$ cat src/csfr_pkg.sv
// ----------------------------------------------------------------------------
// csfr_pkg
// Shared types, constants and CRC step functions for the status frame
// receiver.
// ----------------------------------------------------------------------------
`default_nettype none

package csfr_pkg;

  // Frame layout
  localparam int          MAX_FRAME_DEF = 64;
  localparam int          MIN_FRAME     = 17;
  localparam int          STORE_DEPTH   = 16;
  localparam int          STORE_AW      = 4;
  localparam int          HDR_BYTES     = 4;   // bytes covered by the header CRC-8
  localparam int          HDR_CRC_POS   = 4;   // position of the header CRC-8 byte
  localparam logic [7:0]  START_BYTE    = 8'hA5;
  localparam logic [7:0]  TYPE_STATUS   = 8'h00;

  // CRC-8 (reflected poly 0x8C, init 0xFF) and CRC-16/MCRF4XX, both reflected
  localparam logic [7:0]  CRC8_INIT     = 8'hFF;
  localparam logic [7:0]  CRC8_POLY_R   = 8'h8C;
  localparam logic [15:0] CRC16_INIT    = 16'hFFFF;
  localparam logic [15:0] CRC16_POLY_R  = 16'h8408;

  // Configuration port
  localparam int          CFG_AW        = 3;
  localparam int          CFG_DW        = 32;
  localparam int          FLEN_W        = 7;

  typedef enum logic {
    REG_FRAME_LENGTH = 1'b0,
    REG_CHECK_BOTH   = 1'b1
  } cfg_reg_t;

  typedef struct packed {
    logic [FLEN_W-1:0] frame_length;
    logic              check_both;
  } cfg_t;

  // One byte through the reflected CRC-8
  function automatic logic [7:0] crc8_next(input logic [7:0] crc, input logic [7:0] b);
    logic [7:0] c;
    c = crc ^ b;
    for (int i = 0; i < 8; i++) begin
      c = c[0] ? ((c >> 1) ^ CRC8_POLY_R) : (c >> 1);
    end
    return c;
  endfunction

  // One byte through the reflected CRC-16
  function automatic logic [15:0] crc16_next(input logic [15:0] crc, input logic [7:0] b);
    logic [15:0] c;
    c = crc ^ {8'h00, b};
    for (int i = 0; i < 8; i++) begin
      c = c[0] ? ((c >> 1) ^ CRC16_POLY_R) : (c >> 1);
    end
    return c;
  endfunction

endpackage

`default_nettype wire

$ cat src/csfr_in_if.sv
// ----------------------------------------------------------------------------
// csfr_in_if
// Byte channel into the receiver: one received byte per item.
// ----------------------------------------------------------------------------
`default_nettype none

interface csfr_in_if;
  logic       valid;
  logic       ready;
  logic [7:0] rx_byte;

  modport source (output valid, output rx_byte, input ready);
  modport sink   (input valid, input rx_byte, output ready);
endinterface

`default_nettype wire

$ cat src/csfr_out_if.sv
// ----------------------------------------------------------------------------
// csfr_out_if
// Result channel: one item per frame end with check flags and status record.
// ----------------------------------------------------------------------------
`default_nettype none

interface csfr_out_if;
  logic        valid;
  logic        ready;
  logic        header_ok;
  logic        body_ok;
  logic        record_updated;
  logic [7:0]  frame_type;
  logic [7:0]  pc_shutdown;
  logic [7:0]  robot_color;
  logic [31:0] yaw_bits;
  logic [31:0] pitch_bits;
  logic [15:0] forward_bits;

  modport source (output valid, output header_ok, output body_ok, output record_updated,
                  output frame_type, output pc_shutdown, output robot_color,
                  output yaw_bits, output pitch_bits, output forward_bits, input ready);
  modport sink   (input valid, input header_ok, input body_ok, input record_updated,
                  input frame_type, input pc_shutdown, input robot_color,
                  input yaw_bits, input pitch_bits, input forward_bits, output ready);
endinterface

`default_nettype wire

$ cat src/csfr_cfg_regs.sv
// ----------------------------------------------------------------------------
// csfr_cfg_regs
// APB-style register file: frame length and CRC-16 byte check mode.
// ----------------------------------------------------------------------------
`default_nettype none

module csfr_cfg_regs
  import csfr_pkg::*;
(
  input  wire logic              clk,
  input  wire logic              rst_n,
  input  wire logic              cfg_psel,
  input  wire logic              cfg_penable,
  input  wire logic              cfg_pwrite,
  input  wire logic [CFG_AW-1:0] cfg_paddr,
  input  wire logic [CFG_DW-1:0] cfg_pwdata,
  output logic      [CFG_DW-1:0] cfg_prdata,
  output logic                   cfg_pready,
  output cfg_t                   cfg
);

  cfg_t     cfg_r;
  cfg_reg_t reg_sel;
  logic     wr_en;

  // Register index is the word address
  assign reg_sel    = cfg_reg_t'(cfg_paddr[2]);
  assign wr_en      = cfg_psel & cfg_penable & cfg_pwrite;
  assign cfg_pready = 1'b1;
  assign cfg        = cfg_r;

  always_ff @(posedge clk) begin
    if (!rst_n) begin
      cfg_r.frame_length <= FLEN_W'(MIN_FRAME);
      cfg_r.check_both   <= 1'b0;
    end else if (wr_en) begin
      unique case (reg_sel)
        REG_FRAME_LENGTH: cfg_r.frame_length <= cfg_pwdata[FLEN_W-1:0];
        REG_CHECK_BOTH:   cfg_r.check_both   <= cfg_pwdata[0];
        default: ;
      endcase
    end
  end

  // Read back
  always_comb begin
    unique case (reg_sel)
      REG_FRAME_LENGTH: cfg_prdata = {{(CFG_DW-FLEN_W){1'b0}}, cfg_r.frame_length};
      REG_CHECK_BOTH:   cfg_prdata = {{(CFG_DW-1){1'b0}}, cfg_r.check_both};
      default:          cfg_prdata = '0;
    endcase
  end

endmodule

`default_nettype wire

$ cat src/crc_checked_status_frame_receiver.sv
// ----------------------------------------------------------------------------
// crc_checked_status_frame_receiver
// Groups received bytes into fixed-length frames, checks the header CRC-8
// and frame CRC-16, and keeps the last good status record.
// ----------------------------------------------------------------------------
// Usage:
//   in_if   : one received byte per item, valid/ready handshake.
//   out_if  : one item per frame end: header_ok, body_ok, record_updated,
//             frame_type and the stored status record after this frame.
//   cfg_*   : APB-style port. 0x0 frame_length (clamped to 17..MAX_FRAME),
//             0x4 check_both_crc_bytes. Write only while the block is idle.
// Frames are counted from reset with no resynchronization on the start byte.
// Throughput: one byte per cycle. Each byte's CRC update, header check and
// store write finish in the cycle it is accepted; the frame-end result is
// loaded into the output register at that edge.
// A result waiting in the output register only holds off the next byte that
// would end another frame; all other bytes keep flowing.
// Reset: frame counter and CRCs restart, status record reads as zero,
// frame_length 17, single-byte CRC-16 check. No clearing pass.
// ----------------------------------------------------------------------------
`default_nettype none

module crc_checked_status_frame_receiver
  import csfr_pkg::*;
#(
  parameter int MAX_FRAME = MAX_FRAME_DEF
) (
  input  wire logic              clk,
  input  wire logic              rst_n,
  csfr_in_if.sink                in_if,
  csfr_out_if.source             out_if,
  input  wire logic              cfg_psel,
  input  wire logic              cfg_penable,
  input  wire logic              cfg_pwrite,
  input  wire logic [CFG_AW-1:0] cfg_paddr,
  input  wire logic [CFG_DW-1:0] cfg_pwdata,
  output logic      [CFG_DW-1:0] cfg_prdata,
  output logic                   cfg_pready
);

  localparam int CNT_W = $clog2(MAX_FRAME);
  localparam int LW    = $clog2(MAX_FRAME + 2);
  localparam int CMP_W = (LW > FLEN_W) ? LW : FLEN_W;

  cfg_t cfg;

  csfr_cfg_regs u_cfg (
    .clk         (clk),
    .rst_n       (rst_n),
    .cfg_psel    (cfg_psel),
    .cfg_penable (cfg_penable),
    .cfg_pwrite  (cfg_pwrite),
    .cfg_paddr   (cfg_paddr),
    .cfg_pwdata  (cfg_pwdata),
    .cfg_prdata  (cfg_prdata),
    .cfg_pready  (cfg_pready),
    .cfg         (cfg)
  );

  // Frame state
  logic [CNT_W-1:0] pos_r, pos_nxt;
  logic [7:0]       crc8_r, crc8_nxt;
  logic [15:0]      crc16_r, crc16_nxt;
  logic             hdr_good_r, hdr_good_nxt;
  logic [7:0]       prev_r;
  logic [7:0]       store_r [STORE_DEPTH];

  // Status record
  logic [7:0]  shutdown_r, shutdown_nxt;
  logic [7:0]  color_r, color_nxt;
  logic [31:0] yaw_r, yaw_nxt;
  logic [31:0] pitch_r, pitch_nxt;
  logic [15:0] forward_r, forward_nxt;

  // Output register
  logic        out_valid_r;
  logic        hdr_ok_r, body_ok_r, updated_r;
  logic [7:0]  type_r;

  logic [CMP_W-1:0] flen, len, pos_p1, pos_p2;
  logic             frame_end, accept, body_ok, updated;
  logic [7:0]       b;

  assign b = in_if.rx_byte;

  // Effective frame length
  always_comb begin
    flen = CMP_W'(cfg.frame_length);
    if (flen < CMP_W'(MIN_FRAME))      len = CMP_W'(MIN_FRAME);
    else if (flen > CMP_W'(MAX_FRAME)) len = CMP_W'(MAX_FRAME);
    else                               len = flen;
  end

  assign pos_p1    = CMP_W'(pos_r) + CMP_W'(1);
  assign pos_p2    = CMP_W'(pos_r) + CMP_W'(2);
  assign frame_end = (pos_p1 >= len);

  // A held result only blocks the byte that ends the next frame
  assign in_if.ready = !frame_end || !out_valid_r || out_if.ready;
  assign accept      = in_if.valid && in_if.ready;

  // Frame-end checks
  always_comb begin
    body_ok = (crc16_r[15:8] == b);
    if (cfg.check_both) body_ok = body_ok && (crc16_r[7:0] == prev_r);
  end
  assign updated = hdr_good_r && body_ok && (store_r[1] == TYPE_STATUS);

  // Per-byte state update
  always_comb begin
    pos_nxt      = pos_r;
    crc8_nxt     = crc8_r;
    crc16_nxt    = crc16_r;
    hdr_good_nxt = hdr_good_r;
    if (CMP_W'(pos_r) < CMP_W'(HDR_BYTES)) begin
      crc8_nxt = crc8_next(crc8_r, b);
    end else if (CMP_W'(pos_r) == CMP_W'(HDR_CRC_POS)) begin
      hdr_good_nxt = (store_r[0] == START_BYTE) && (crc8_r == b);
    end
    if (pos_p2 < len) crc16_nxt = crc16_next(crc16_r, b);
    if (frame_end) begin
      pos_nxt      = '0;
      crc8_nxt     = CRC8_INIT;
      crc16_nxt    = CRC16_INIT;
      hdr_good_nxt = 1'b0;
    end else begin
      pos_nxt = pos_r + CNT_W'(1);
    end
  end

  // Status record after a good status frame
  always_comb begin
    shutdown_nxt = shutdown_r;
    color_nxt    = color_r;
    yaw_nxt      = yaw_r;
    pitch_nxt    = pitch_r;
    forward_nxt  = forward_r;
    if (updated) begin
      shutdown_nxt = store_r[2];
      color_nxt    = store_r[3];
      yaw_nxt      = {store_r[8], store_r[7], store_r[6], store_r[5]};
      pitch_nxt    = {store_r[12], store_r[11], store_r[10], store_r[9]};
      forward_nxt  = {store_r[14], store_r[13]};
    end
  end

  // Control state
  always_ff @(posedge clk) begin
    if (!rst_n) begin
      pos_r      <= '0;
      crc8_r     <= CRC8_INIT;
      crc16_r    <= CRC16_INIT;
      hdr_good_r <= 1'b0;
      prev_r     <= '0;
      shutdown_r <= '0;
      color_r    <= '0;
      yaw_r      <= '0;
      pitch_r    <= '0;
      forward_r  <= '0;
    end else if (accept) begin
      pos_r      <= pos_nxt;
      crc8_r     <= crc8_nxt;
      crc16_r    <= crc16_nxt;
      hdr_good_r <= hdr_good_nxt;
      prev_r     <= b;
      if (frame_end) begin
        shutdown_r <= shutdown_nxt;
        color_r    <= color_nxt;
        yaw_r      <= yaw_nxt;
        pitch_r    <= pitch_nxt;
        forward_r  <= forward_nxt;
      end
    end
  end

  // Byte store for the first bytes of the frame
  always_ff @(posedge clk) begin
    if (accept && (CMP_W'(pos_r) < CMP_W'(STORE_DEPTH))) begin
      store_r[pos_r[STORE_AW-1:0]] <= b;
    end
  end

  // Output register
  always_ff @(posedge clk) begin
    if (!rst_n) begin
      out_valid_r <= 1'b0;
    end else if (accept && frame_end) begin
      out_valid_r <= 1'b1;
    end else if (out_if.ready) begin
      out_valid_r <= 1'b0;
    end
  end

  always_ff @(posedge clk) begin
    if (accept && frame_end) begin
      hdr_ok_r  <= hdr_good_r;
      body_ok_r <= body_ok;
      updated_r <= updated;
      type_r    <= store_r[1];
    end
  end

  assign out_if.valid          = out_valid_r;
  assign out_if.header_ok      = hdr_ok_r;
  assign out_if.body_ok        = body_ok_r;
  assign out_if.record_updated = updated_r;
  assign out_if.frame_type     = type_r;
  assign out_if.pc_shutdown    = shutdown_r;
  assign out_if.robot_color    = color_r;
  assign out_if.yaw_bits       = yaw_r;
  assign out_if.pitch_bits     = pitch_r;
  assign out_if.forward_bits   = forward_r;

endmodule

`default_nettype wire
$ cat src/flat_wrapper.sv
// flat-port wrapper written by rule: the top's interface ports become plain ports
module crc_checked_status_frame_receiver_flat import csfr_pkg::*;
#(
  parameter int MAX_FRAME = MAX_FRAME_DEF
)
  (clk, rst_n, cfg_psel, cfg_penable, cfg_pwrite, cfg_paddr, cfg_pwdata, cfg_prdata, cfg_pready, in_if_valid, in_if_rx_byte, in_if_ready, out_if_valid, out_if_header_ok, out_if_body_ok, out_if_record_updated, out_if_frame_type, out_if_pc_shutdown, out_if_robot_color, out_if_yaw_bits, out_if_pitch_bits, out_if_forward_bits, out_if_ready);
  csfr_in_if in_if_i ();
  csfr_out_if out_if_i ();
  input  wire logic clk;
  input  wire logic rst_n;
  input  wire logic cfg_psel;
  input  wire logic cfg_penable;
  input  wire logic cfg_pwrite;
  input  wire logic [CFG_AW-1:0] cfg_paddr;
  input  wire logic [CFG_DW-1:0] cfg_pwdata;
  output logic      [CFG_DW-1:0] cfg_prdata;
  output logic cfg_pready;
  input wire logic [$bits(in_if_i.valid)-1:0] in_if_valid;
  input wire logic [$bits(in_if_i.rx_byte)-1:0] in_if_rx_byte;
  output wire logic [$bits(in_if_i.ready)-1:0] in_if_ready;
  output wire logic [$bits(out_if_i.valid)-1:0] out_if_valid;
  output wire logic [$bits(out_if_i.header_ok)-1:0] out_if_header_ok;
  output wire logic [$bits(out_if_i.body_ok)-1:0] out_if_body_ok;
  output wire logic [$bits(out_if_i.record_updated)-1:0] out_if_record_updated;
  output wire logic [$bits(out_if_i.frame_type)-1:0] out_if_frame_type;
  output wire logic [$bits(out_if_i.pc_shutdown)-1:0] out_if_pc_shutdown;
  output wire logic [$bits(out_if_i.robot_color)-1:0] out_if_robot_color;
  output wire logic [$bits(out_if_i.yaw_bits)-1:0] out_if_yaw_bits;
  output wire logic [$bits(out_if_i.pitch_bits)-1:0] out_if_pitch_bits;
  output wire logic [$bits(out_if_i.forward_bits)-1:0] out_if_forward_bits;
  input wire logic [$bits(out_if_i.ready)-1:0] out_if_ready;
  assign in_if_i.valid = in_if_valid;
  assign in_if_i.rx_byte = in_if_rx_byte;
  assign in_if_ready = in_if_i.ready;
  assign out_if_valid = out_if_i.valid;
  assign out_if_header_ok = out_if_i.header_ok;
  assign out_if_body_ok = out_if_i.body_ok;
  assign out_if_record_updated = out_if_i.record_updated;
  assign out_if_frame_type = out_if_i.frame_type;
  assign out_if_pc_shutdown = out_if_i.pc_shutdown;
  assign out_if_robot_color = out_if_i.robot_color;
  assign out_if_yaw_bits = out_if_i.yaw_bits;
  assign out_if_pitch_bits = out_if_i.pitch_bits;
  assign out_if_forward_bits = out_if_i.forward_bits;
  assign out_if_i.ready = out_if_ready;
  crc_checked_status_frame_receiver #(.MAX_FRAME(MAX_FRAME)) u_core (.clk(clk), .rst_n(rst_n), .in_if(in_if_i), .out_if(out_if_i), .cfg_psel(cfg_psel), .cfg_penable(cfg_penable), .cfg_pwrite(cfg_pwrite), .cfg_paddr(cfg_paddr), .cfg_pwdata(cfg_pwdata), .cfg_prdata(cfg_prdata), .cfg_pready(cfg_pready));
endmodule
$ cat config.mk
export PLATFORM = sky130hd
export DESIGN_NAME = crc_checked_status_frame_receiver_flat
export DESIGN_NICKNAME = d
export VERILOG_FILES = /design/src/csfr_pkg.sv /design/src/csfr_in_if.sv /design/src/csfr_out_if.sv /design/src/csfr_cfg_regs.sv /design/src/crc_checked_status_frame_receiver.sv /design/src/flat_wrapper.sv
export SDC_FILE = /design/constraint.sdc
export NUM_CORES = 1
export LEC_CHECK = 0
export BUFFER_PORTS_ARGS = -buffer_cell sky130_fd_sc_hd__buf_2
export CAP_MARGIN = 20
export CORE_MARGIN = 2
export CORE_UTILIZATION = 55
export CTS_CLUSTER_DIAMETER = 60
export DETAILED_ROUTE_END_ITERATION = 10
export GPL_ROUTABILITY_DRIVEN = 0
export PLACE_DENSITY = 0.79
export SLEW_MARGIN = 10
export SYNTH_ARGS = -nofsm -noshare
export SYNTH_HDL_FRONTEND = slang
export SYNTH_SLANG_ARGS = --single-unit
$ cat constraint.sdc
create_clock -name clk -period 5.6 [get_ports clk]
set_input_delay 0.56 -clock clk [delete_from_list [all_inputs] [get_ports clk]]
set_output_delay 0.56 -clock clk [all_outputs]
set_load 0.03 [all_outputs]
==> results by group, run 1 <==
Worst setup path
  • Worst setup EP type: register
  • Startpoint type of the worst setup path: register
  • Worst-path fanout max: 63
  • Critical Path AT: 4780 ps
  • Reg2reg start: u_core.pos_r[2]
  • Crit Path Category: reg2reg
  • Worst r2r dst: u_core.out_if.pitch_bits[11]
  • Crit path required time: 6030 ps
  • Worst R2R Setup Slack: 1250 ps
  • R2r worst-path depth: 13

Floorplanning
  • Die ar.: 20800 sq um
  • Die W: 144 um
  • Core area: 19400 sq um
  • # IOs: 192
  • Starting Density: 55.8%
  • Site Rows: 51
  • Die Ht: 144 um

Power and ir drop
  • Power per cell area: 359 nW/um^2
  • P_leak: 4.89 nW
  • VDD IR max: 0.000206 V

Synth
  • Post-Syn Area: 10800 sq um
  • Yosys cell types: 46
  • Ys Warns: 0
  • FF+latch count, synth: 267
  • Gate Count Post-Synth: 937
  • Synth area leaders: edfxtp_1, dfxtp_1, mux2i_1, nand2_1, xnor2_1
  • Prevailing post-synth register cell: dfxtp_1
  • Post-synth EDFFs: 123
  • Seq/Total Area, Yosys: 60.8%
  • Share of the synthesized area in the top cell type: 34.2%
  • Cell taking the most area after synthesis: edfxtp_1
  • FFs w/ async S/R, synth: 0%
  • Mean post-synth cell area: 11.5 sq um

Clock network
  • H-tree depth: 1
  • Total CTS buffers: 27
  • Clock sink count: 267
  • Number of setup buffers added after CTS: 0
  • CTS tree: done
  • CTS root buffer: clkbuf_16
  • Clock tree buffer depth: 3
  • Post-CTS Resized: 0
  • Worst skew pair latency: 520 ps
  • Hold buffer count at cts: 0
  • Worst-path clk slew: 60 ps

Timing
  • Final Max Slew Viols: 0
  • Final setup fails: 0
  • Skew final: 12.7 ps
  • RSZ-0062 raised after global routing: no
  • Highest clock rate: 230 MHz
  • Setup ws final: 1250 ps
  • Fin crit period: 4350 ps
  • Worst rel slew slack: 26.9%
  • Final hold violation count: 0
  • Final Cycle Share: 77.7%
  • Hold WS: 281 ps
  • Slew @ Worst Pin: 1100 ps
  • Final TNS setup: 0 ps

Hold path
  • Worst hold stages: 3
  • Hold Path Class: in2reg
  • Hold Path Sink: u_core.u_cfg.cfg[1]
  • Hold path start: cfg_pwdata[0]

Detailed routing
  • Via count: 7035
  • DRT iter0 DRCs: 488
  • Avg WL per Cell: 16.2 um
  • Antenna viol nets, final: 0
  • Post-route DRC: 0
  • Pre-Repair DR Iteration Count: 5
  • Drt total wl: 21900 um
  • Vias/cell: 5.20

Placement
  • Pre-CTS setup slack: 1280 ps
  • Detailed placement HPWL: 13900 um
  • I/O Buffers: 138

Cells and area
  • ANT cells: 0
  • Layout cells sized above 1: 18.8%
  • Final Net Count: 1136
  • Area grow syn2layout: 14.6%

Outcome
  • Outcome: complete, no violations

Global routing
  • GRT Residual Overflow: 0
  • Global-route wire length before repair: 33800 um
  • Antenna violations before repair: 0
  • Number of global-route vias before repair: 6469
  • Global Route Usage Sum: 20.7%
  • Pin count of the biggest net entering global routing: 136

Flow run
  • Max-cap viol count: 0
==> worst max-delay path by stage <==
stage	startpoint	endpoint	slack (ps)	cells after the start
after global placement	u_core.pos_r[2]	u_core.out_if.forward_bits[5]	1380	13
final	u_core.pos_r[2]	u_core.out_if.pitch_bits[11]	1250	13
after global routing	u_core.pos_r[2]	u_core.out_if.pitch_bits[11]	910	13
after CTS	u_core.pos_r[2]	u_core.out_if.pitch_bits[11]	1220	13
after detailed placement	u_core.pos_r[2]	u_core.out_if.pitch_bits[17]	1280	13
after floorplan	u_core.pos_r[0]	u_core.store_r[1][0]	2150	11
==> layout make-up <==
cell class	count	area (sq um)
Inverter	16	60.1
Timing Repair Buffer	150	785
Sequential cell	267	6580
Tap cell	265	332
Clock inverter	13	82.6
Clock buffer	36	759
Multi-Input combinational cell	605	3800
Fill cell	1507	7010
==> power by group <==
group / switching, mW / internal [mW]
Clock: 0.711 / 0.958
Combinational: 0.334 / 0.254
Sequential: 0.0705 / 2.12
==> critical path, cell delays in order (launching register included) <==
cell      delay (ps)
dfxtp_1          590
ha_1             310
nand4_1          130
xnor2_1          190
ha_1             310
nand4_1          110
a211oi_2         340
nor3_1            80
buf_4            190
nor2_1           120
buf_4            220
and2_4           890
buf_4            470
mux2i_1          250
==> cell usage in the layout (no fill, tap or decap), drive strengths merged, types with 4 or more instances in the layout <==
cell type,count
clkinv,11
edfxtp,123
clkbuf,36
a21oi,9
nand4,7
nor3,8
nor2b,4
nand3,7
xnor2,39
a32oi,8
ha,19
dfxtp,144
o21ai,4
xor2,29
inv,17
conb,26
nor4,7
nand2,229
o22ai,4
a22oi,5
a221o,7
buf,150
nor2,56
mux2i,110
==> through the flow <==
step / instance area, sq um / total power, mW / std cells / util [%]
floorplan: 10900 / 2.69 / 961 / -
global placement: 11500 / 2.79 / 1302 / 59.5
detailed placement: 11500 / 2.81 / 1302 / 59.5
CTS: 12400 / 4.47 / 1351 / 63.9
global route: 12400 / 4.62 / 1352 / 63.9
finish: 12400 / 4.45 / 1352 / 63.9
==> logic make-up (layout without fill, tap and decap cells) <==
| family | Yosys count | in the layout | synth area share (%) |
|---|---|---|---|
| fa+ha+maj | 19 | 19 | 2.20 |
| mux | 112 | 112 | 10.4 |
| simple gates | 330 | 330 | 12.5 |
| other cells | 2 | 26 | 0.0694 |
| flops | 267 | 267 | 60.8 |
| compound gates | 50 | 50 | 3.54 |
| buf+inv | 89 | 215 | 5.01 |
| xor+xnor | 68 | 68 | 5.51 |
==> flip-flops by register name (all words and copies together) (netlist names), 6 cells and up <==
register and count:
u_core.store_r 112, u_core.out_if.pitch_bits 32, u_core.out_if.yaw_bits 32, u_core.crc16_r 16, u_core.out_if.forward_bits 16, u_core.crc8_r 8
u_core.out_if.frame_type 8, u_core.out_if.pc_shutdown 8, u_core.out_if.robot_color 8, u_core.prev_r 8, u_core.u_cfg.cfg 8, u_core.pos_r 6
==> layer usage <==
layer | wire [um] | GRT usage [%] | vias to the layer above | part of all wire, %
li1 | - | - | 3410 | -
met3 | 1660 | 3.31 | 44 | 7.6
met2 | 10200 | 34.3 | 265 | 47
met1 | 9420 | 27.9 | 3316 | 43
met5 | 0 | 0 | - | 0
met4 | 573 | 6.80 | 0 | 2.6
==> Yosys cell counts, types with 8 or more instances <==
cell type	n
nand2_1	229
dfxtp_1	144
edfxtp_1	123
mux2i_1	110
nor2_1	56
xnor2_1	39
buf_4	32
clkbuf_1	30
xor2_1	29
ha_1	19
inv_1	15
a21oi_1	9
a32oi_1	8
Power figures use the tool's default switching activity.
==> run 2: changes to the inputs <==
--- a/config.mk
+++ b/config.mk
@@ -8,11 +8,11 @@
 export BUFFER_PORTS_ARGS = -buffer_cell sky130_fd_sc_hd__buf_2
 export CAP_MARGIN = 20
 export CORE_MARGIN = 2
-export CORE_UTILIZATION = 55
+export CORE_UTILIZATION = 50
 export CTS_CLUSTER_DIAMETER = 60
 export DETAILED_ROUTE_END_ITERATION = 10
 export GPL_ROUTABILITY_DRIVEN = 0
-export PLACE_DENSITY = 0.79
+export PLACE_DENSITY = 0.75
 export SLEW_MARGIN = 10
 export SYNTH_ARGS = -nofsm -noshare
 export SYNTH_HDL_FRONTEND = slang
==> constraint.sdc (replaced) <==
create_clock -name clk -period 3.9 [get_ports clk]
set_input_delay 0.39 -clock clk [delete_from_list [all_inputs] [get_ports clk]]
set_output_delay 0.39 -clock clk [all_outputs]
set_load 0.03 [all_outputs]
==> run 2 against run 1 <==
Net effect: combinational power rose by 46%; flip-flop and latch count did not move; register-to-register slack got worse by 800 ps; utilization fell by 4.5 points; worst hold slack got worse by 190 ps; largest power group unchanged; clock power rose by 42%; die area rose by 9.7%; power rose by 43%; sequential power rose by 43%; via count fell by 0.17%; cell area rose by 1.4%; final cell count rose by 2.0%.
==> results by group, run 2 (same netlist as run 1, synthesis figures left out) <==
Outcome
  • Outcome: complete, no violations (unchanged)

Placement
  • I/O Buffers: 138 (unchanged)
  • Cell Area, Placed: 11800 sq um (was 11500 sq um)
  • Pre-CTS setup slack: 393 ps (was 1280 ps)
  • Detailed placement HPWL: 15000 um (was 13900 um)

Worst setup path
  • Reg2reg start: u_core.pos_r[0] (was u_core.pos_r[2])
  • Max stage delay on crit path: 470 ps (was 890 ps)
  • Critical-path cell list: ha_2 > nand3_1 > xnor2_1 > ha_1 > nand4_1 > a211oi_2 > nor3_2 > buf_4 > or2_2 > buf_2 (was ha_1 > nand4_1 > xnor2_1 > ha_1 > nand4_1 > a211oi_2 > nor3_1 > buf_4 > nor2_1 > buf_4 > and2_4 > buf_4 > mux2i_1)
  • Crit path required time: 3510 ps (was 6030 ps)
  • Buffers & Inverters on Critical Path: 2 (was 3)
  • Largest delay contributor family on the critical path: simple AND/OR/NAND/NOR gates (unchanged)
  • Crit Path Category: reg2out (was reg2reg)
  • Start point of the critical path: u_core.pos_r[0] (was u_core.pos_r[2])
  • Worst R2R Setup Slack: 450 ps (was 1250 ps)
  • Critical Path AT: 3180 ps (was 4780 ps)
  • CP max-delay cell: dfxtp_1 (was and2_4)
  • Startpoint type of the worst setup path: register (unchanged)
  • Worst-path fanout max: 10 (was 63)
  • Worst setup EP type: output port (was register)

Detailed routing
  • Drt total wl: 23000 um (was 21900 um)
  • Vias/cell: 5.09 (was 5.20)
  • Avg WL per Cell: 16.6 um (was 16.2 um)
  • Antenna viol nets, final: 0 (unchanged)
  • Via count: 7023 (was 7035)
  • DRT iter0 DRCs: 443 (was 488)
  • Pre-Repair DR Iteration Count: 4 (was 5)
  • Post-route DRC: 0 (unchanged)

Clock network
  • Clock tree buffer depth: 3 (unchanged)
  • Worst-path clk slew: 60 ps (about the same)
  • CTS tree: done (unchanged)
  • Worst skew pair latency: 540 ps (was 520 ps)
  • Number of setup buffers added after CTS: 0 (unchanged)
  • CTS root buffer: clkbuf_16 (unchanged)
  • Total CTS buffers: 26 (was 27)
  • Post-CTS Resized: 0 (unchanged)
  • Hold buffer count at cts: 0 (unchanged)
  • Clock sink count: 267 (unchanged)
  • H-tree depth: 1 (unchanged)

Flow run
  • Max-cap viol count: 0 (unchanged)

Cells and area
  • Max reg flops: 112 (unchanged)
  • Design area: 12600 sq um (was 12400 sq um)
  • Most frequent cells in the layout: nand2_1, dfxtp_1, buf_2 (unchanged)
  • ANT cells: 0 (unchanged)
  • Area grow syn2layout: 16.2% (was 14.6%)
  • Final Net Count: 1153 (was 1136)
  • Most common cell after layout, fill and taps aside: nand2_1 (unchanged)
  • Layout cells sized above 1: 19.6% (was 18.8%)

Power and ir drop
  • Sequential share of power: 49.3% (was 49.2%)
  • Power per cell area: 507 nW/um^2 (was 359 nW/um^2)
  • Comb power frac: 13.5% (was 13.2%)
  • Total power draw: 6.36 mW (was 4.45 mW)
  • Internal: 4.74 mW (was 3.33 mW)
  • Sw Ratio: 25.5% (was 25.1%)
  • Net Sw Power: 1.62 mW (was 1.12 mW)
  • Clk pwr share: 37.2% (was 37.6%)
  • VDD IR max: 0.000247 V (was 0.000206 V)
  • P_leak: 4.96 nW (was 4.89 nW)

Floorplanning
  • Starting Density: 51.1% (was 55.8%)
  • Site Rows: 53 (was 51)
  • Die ar.: 22800 sq um (was 20800 sq um)
  • Die Ht: 151 um (was 144 um)
  • Die W: 151 um (was 144 um)
  • # IOs: 192 (unchanged)
  • Core area: 21200 sq um (was 19400 sq um)

Timing
  • RSZ-0062 raised after global routing: no (unchanged)
  • Worst rel slew slack: 53.8% (was 26.9%)
  • Final Cycle Share: 91.7%
  • Skew final: 26.3 ps (was 12.7 ps)
  • Final Max Slew Viols: 0 (unchanged)
  • Final TNS setup: 0 ps (unchanged)
  • Final setup fails: 0 (unchanged)
  • Final hold violation count: 0 (unchanged)
  • Slew @ Worst Pin: 693 ps (was 1100 ps)
  • Fin crit period: 3570 ps
  • Setup ws final: 326 ps (was 1250 ps)
  • Highest clock rate: 280 MHz

Global routing
  • Pin count of the biggest net entering global routing: 150 (was 136)
  • Antenna violations before repair: 0 (unchanged)
  • Number of global-route vias before repair: 6596 (was 6469)
  • Global-route wire length before repair: 35500 um (was 33800 um)
  • GRT Residual Overflow: 0 (unchanged)
  • Global Route Usage Sum: 20.0% (was 20.7%)

Hold path
  • Hold path start: cfg_pwdata[2] (was cfg_pwdata[0])
  • Hold Path Class: in2reg (unchanged)
## run 2: cell count changes in the layout (fill, tap and decap cells not counted), sizes merged
cell,delta
clkinvlp,-1
buf,+18
bufinv,+1
inv,-1
## run 2: power by group through the flow
stage | clock, mW | combinational (mW) | sequential, mW
CTS | 2.41 | 0.859 | 3.14
finish | 2.37 | 0.858 | 3.14
global route | 2.52 | 0.961 | 3.15
floorplan | 0 | 0.696 | 3.17
detailed placement | 0 | 0.849 | 3.20
global placement | 0 | 0.836 | 3.19
## run 2: per-layer routing
| layer | part of all wire (%) | track usage, % | up-vias |
|---|---|---|---|
| met5 | 0 | 0 | - |
| met4 | 1.6 | 4.58 | 0 |
| met3 | 6.0 | 2.86 | 32 |
| met2 | 48 | 34.5 | 221 |
| met1 | 44 | 26.8 | 3330 |
| li1 | - | - | 3440 |
## run 2: cell type report
type | instances | area, sq um
timing repair buffer | 168 | 972
tap | 275 | 344
inverter | 16 | 60.1
fill | 1740 | 8590
sequential | 267 | 6580
clock buffer | 36 | 698
multi-input combinational | 605 | 3800
clock inverter | 12 | 108
## run 2: path summary, 6_finish.rpt
kind	endpoint	depth (start not counted)
hold reg to reg	u_core.out_if.frame_type[4]	0
setup / recovery	in_if_ready	10
hold / removal	u_core.u_cfg.cfg[3]	3
setup reg to reg	u_core.store_r[1][2]	11
## run 2: tightest hold or removal path: cells and delay by family
family	cells	cell delay, ps
AO/OA/AOI/OAI	1	50
buffers and inverters	1	100
AND/OR/NAND/NOR	1	50
## run 2: stage by stage
step                util, %  cells  hold slack (ps)
floorplan                 -    961              427
global placement       55.5   1331              437
detailed placement     55.5   1331              436
CTS                    59.4   1379             69.1
global route           59.4   1379             86.2
finish                 59.4   1379             88.5
==> run 3: changes to the inputs <==
--- a/config.mk
+++ b/config.mk
@@ -8,11 +8,11 @@
 export BUFFER_PORTS_ARGS = -buffer_cell sky130_fd_sc_hd__buf_2
 export CAP_MARGIN = 20
 export CORE_MARGIN = 2
-export CORE_UTILIZATION = 50
+export CORE_UTILIZATION = 55
 export CTS_CLUSTER_DIAMETER = 60
 export DETAILED_ROUTE_END_ITERATION = 10
 export GPL_ROUTABILITY_DRIVEN = 0
-export PLACE_DENSITY = 0.75
+export PLACE_DENSITY = 0.79
 export SLEW_MARGIN = 10
 export SYNTH_ARGS = -nofsm -noshare
 export SYNTH_HDL_FRONTEND = slang
==> constraint.sdc (replaced) <==
create_clock -name clk -period 3.94 [get_ports clk]
set_input_delay 0.394 -clock clk [delete_from_list [all_inputs] [get_ports clk]]
set_output_delay 0.394 -clock clk [all_outputs]
set_load 0.03 [all_outputs]
==> run 3 against run 2 <==
Net effect: power is 2.7% higher; clock power grew 8.9%; clock-buffer cell count rose by 2; clock skew shrank 11 ps; critical path type unchanged.
==> results by group, run 3 (same netlist as run 1, synthesis figures left out) <==
Global routing
  • Global Route Usage Sum: 21.2% (was 20.0%)
  • Antenna violations before repair: 0 (unchanged)
  • Pin count of the biggest net entering global routing: 93 (was 150)
  • GRT Residual Overflow: 0 (unchanged)
  • Global-route wire length before repair: 34600 um (was 35500 um)
  • Number of global-route vias before repair: 6696 (was 6596)

Hold path
  • Hold path start: cfg_pwdata[4] (was cfg_pwdata[2])
  • Worst hold stages: 3 (unchanged)
  • Hold Path Class: in2reg (unchanged)

Timing
  • Final TNS setup: 0 ps (unchanged)
  • Final Max Slew Viols: 0 (unchanged)
  • Skew final: 14.9 ps (was 26.3 ps)
  • Worst rel slew slack: 54.4% (was 53.8%)
  • Highest clock rate: 273 MHz
  • Final Cycle Share: 93.0%
  • RSZ-0062 raised after global routing: no (unchanged)
  • Hold WS: 103 ps (was 88.5 ps)
  • Slew @ Worst Pin: 684 ps (was 693 ps)
  • Final setup fails: 0 (unchanged)
  • Fin crit period: 3670 ps
  • Final hold violation count: 0 (unchanged)

Detailed routing
  • Post-route DRC: 0 (unchanged)
  • Drt total wl: 22400 um (was 23000 um)
  • Avg WL per Cell: 16.4 um (was 16.6 um)
  • Vias/cell: 5.19 (was 5.09)
  • Antenna viol nets, final: 0 (unchanged)
  • Pre-Repair DR Iteration Count: 5 (was 4)
  • Via count: 7105 (was 7023)
  • DRT iter0 DRCs: 561 (was 443)

Cells and area
  • Final Net Count: 1154 (was 1153)
  • Design area: 12600 sq um (about the same)
  • # fillers: 1476 (was 1740)
  • Most common cell after layout, fill and taps aside: nand2_1 (unchanged)
  • Final Util: 65.2% (was 59.4%)
  • ANT cells: 0 (unchanged)
  • Most frequent cells in the layout: nand2_1, dfxtp_1, buf_2 (unchanged)
  • Max reg flops: 112 (unchanged)
  • Layout cells sized above 1: 20.0% (was 19.6%)
  • Area grow syn2layout: 16.9% (was 16.2%)

Floorplanning
  • Die ar.: 20800 sq um (was 22800 sq um)
  • Die W: 144 um (was 151 um)
  • # IOs: 192 (unchanged)
  • Core area: 19400 sq um (was 21200 sq um)
  • Starting Density: 55.8% (was 51.1%)
  • Die Ht: 144 um (was 151 um)
  • Site Rows: 51 (was 53)

Placement
  • I/O Buffers: 138 (unchanged)
  • Cell Area, Placed: 11700 sq um (was 11800 sq um)
  • Detailed placement HPWL: 14700 um (was 15000 um)

Clock network
  • Hold buffer count at cts: 0 (unchanged)
  • Worst skew pair latency: 520 ps (was 540 ps)
  • Worst-path clk slew: 60 ps (about the same)
  • Number of setup buffers added after CTS: 0 (unchanged)
  • Clock sink count: 267 (unchanged)
  • Post-CTS Resized: 0 (unchanged)
  • Total CTS buffers: 26 (unchanged)
  • CTS tree: done (unchanged)
  • CTS root buffer: clkbuf_16 (unchanged)
  • Clock tree buffer depth: 3 (unchanged)
  • H-tree depth: 1 (unchanged)

Worst setup path
  • Worst-path fanout max: 10 (unchanged)
  • Worst r2r dst: u_core.store_r[5][3] (was u_core.store_r[1][2])
  • Startpoint type of the worst setup path: register (unchanged)
  • R2r worst-path depth: 11 (unchanged)
  • Critical Path AT: 3270 ps (was 3180 ps)
  • Reg2reg start: u_core.pos_r[0] (unchanged)
  • Crit path required time: 3550 ps (was 3510 ps)
  • Start point of the critical path: u_core.pos_r[0] (unchanged)
  • Worst setup path endpoint: in_if_ready (unchanged)
  • Worst R2R Setup Slack: 360 ps (was 450 ps)
  • Worst setup EP type: output port (unchanged)
  • Crit Path Category: reg2out (unchanged)

Power and ir drop
  • Power per cell area: 517 nW/um^2 (was 507 nW/um^2)
  • VDD IR max: 0.000287 V (was 0.000247 V)
  • P_leak: 5.02 nW (was 4.96 nW)

Flow run
  • Max-cap viol count: 0 (unchanged)

Outcome
  • Outcome: complete, no violations (unchanged)
==> run 3: cell count changes in the layout (fill, tap and decap cells not counted), moves of 2 or more <==
cell / change
clkbuf_1: -4
clkinv_1: -2
clkbuf_16: +4
buf_4: +3
clkbuf_8: +2
clkinvlp_4: +2
buf_12: -2
clkinv_4: -2
==> run 3: worst min path at each step <==
stage | slack (ps) | to
floorplan | 430 | u_core.out_if.frame_type[3]
global placement | 440 | u_core.out_if.frame_type[7]
detailed placement | 440 | u_core.out_if.frame_type[0]
CTS | 80 | u_core.u_cfg.cfg[1]
global route | 90 | u_core.u_cfg.cfg[5]
finish | 100 | u_core.u_cfg.cfg[5]
==> run 3: per-stage QoR <==
stage	std cells	worst slack [ps]	power (mW)
finish	1370	274	6.53
detailed placement	1322	404	3.99
global route	1370	114	6.77
floorplan	961	491	3.83
global placement	1322	486	3.98
CTS	1370	286	6.57
==> run 3: where the power goes <==
part | switching (mW) | total, mW | internal (mW)
clock | 1.01 | 2.58 | 1.57
combinational | 0.480 | 0.847 | 0.367
sequential | 0.0958 | 3.10 | 3.01
total | 1.59 | 6.53 | 4.94
==> run 3: layout make-up <==
type                            instances  area [sq um]  area share (%)
Sequential cell                       267          6580            52.0
Inverter                               16          60.1           0.475
Multi-Input combinational cell        605          3800            30.0
Timing Repair Buffer                  169           955            7.55
Clock buffer                           38           811            6.41
Clock inverter                         10           114           0.900
Tap cell                              265           332            2.62
==> run 3: routing by layer <==
layer / routed length, um / global-route usage (%) / vias up / share of wire [%]
met5: 0 / 0 / - / 0
met4: 458 / 6.44 / 0 / 2.0
met3: 1550 / 3.44 / 35 / 6.9
met2: 10900 / 36.3 / 262 / 49
met1: 9470 / 28.0 / 3369 / 42
li1: - / - / 3439 / -
==> run 3: critical path: stages (launching register included) <==
cell and delay [ps]:
dfxtp_1 470, ha_1 340, nand3_1 170, xnor2_1 200
ha_1 330, nand4_1 120, a211oi_2 350, nor3_1 120
buf_4 200, or2_2 290, buf_2 180
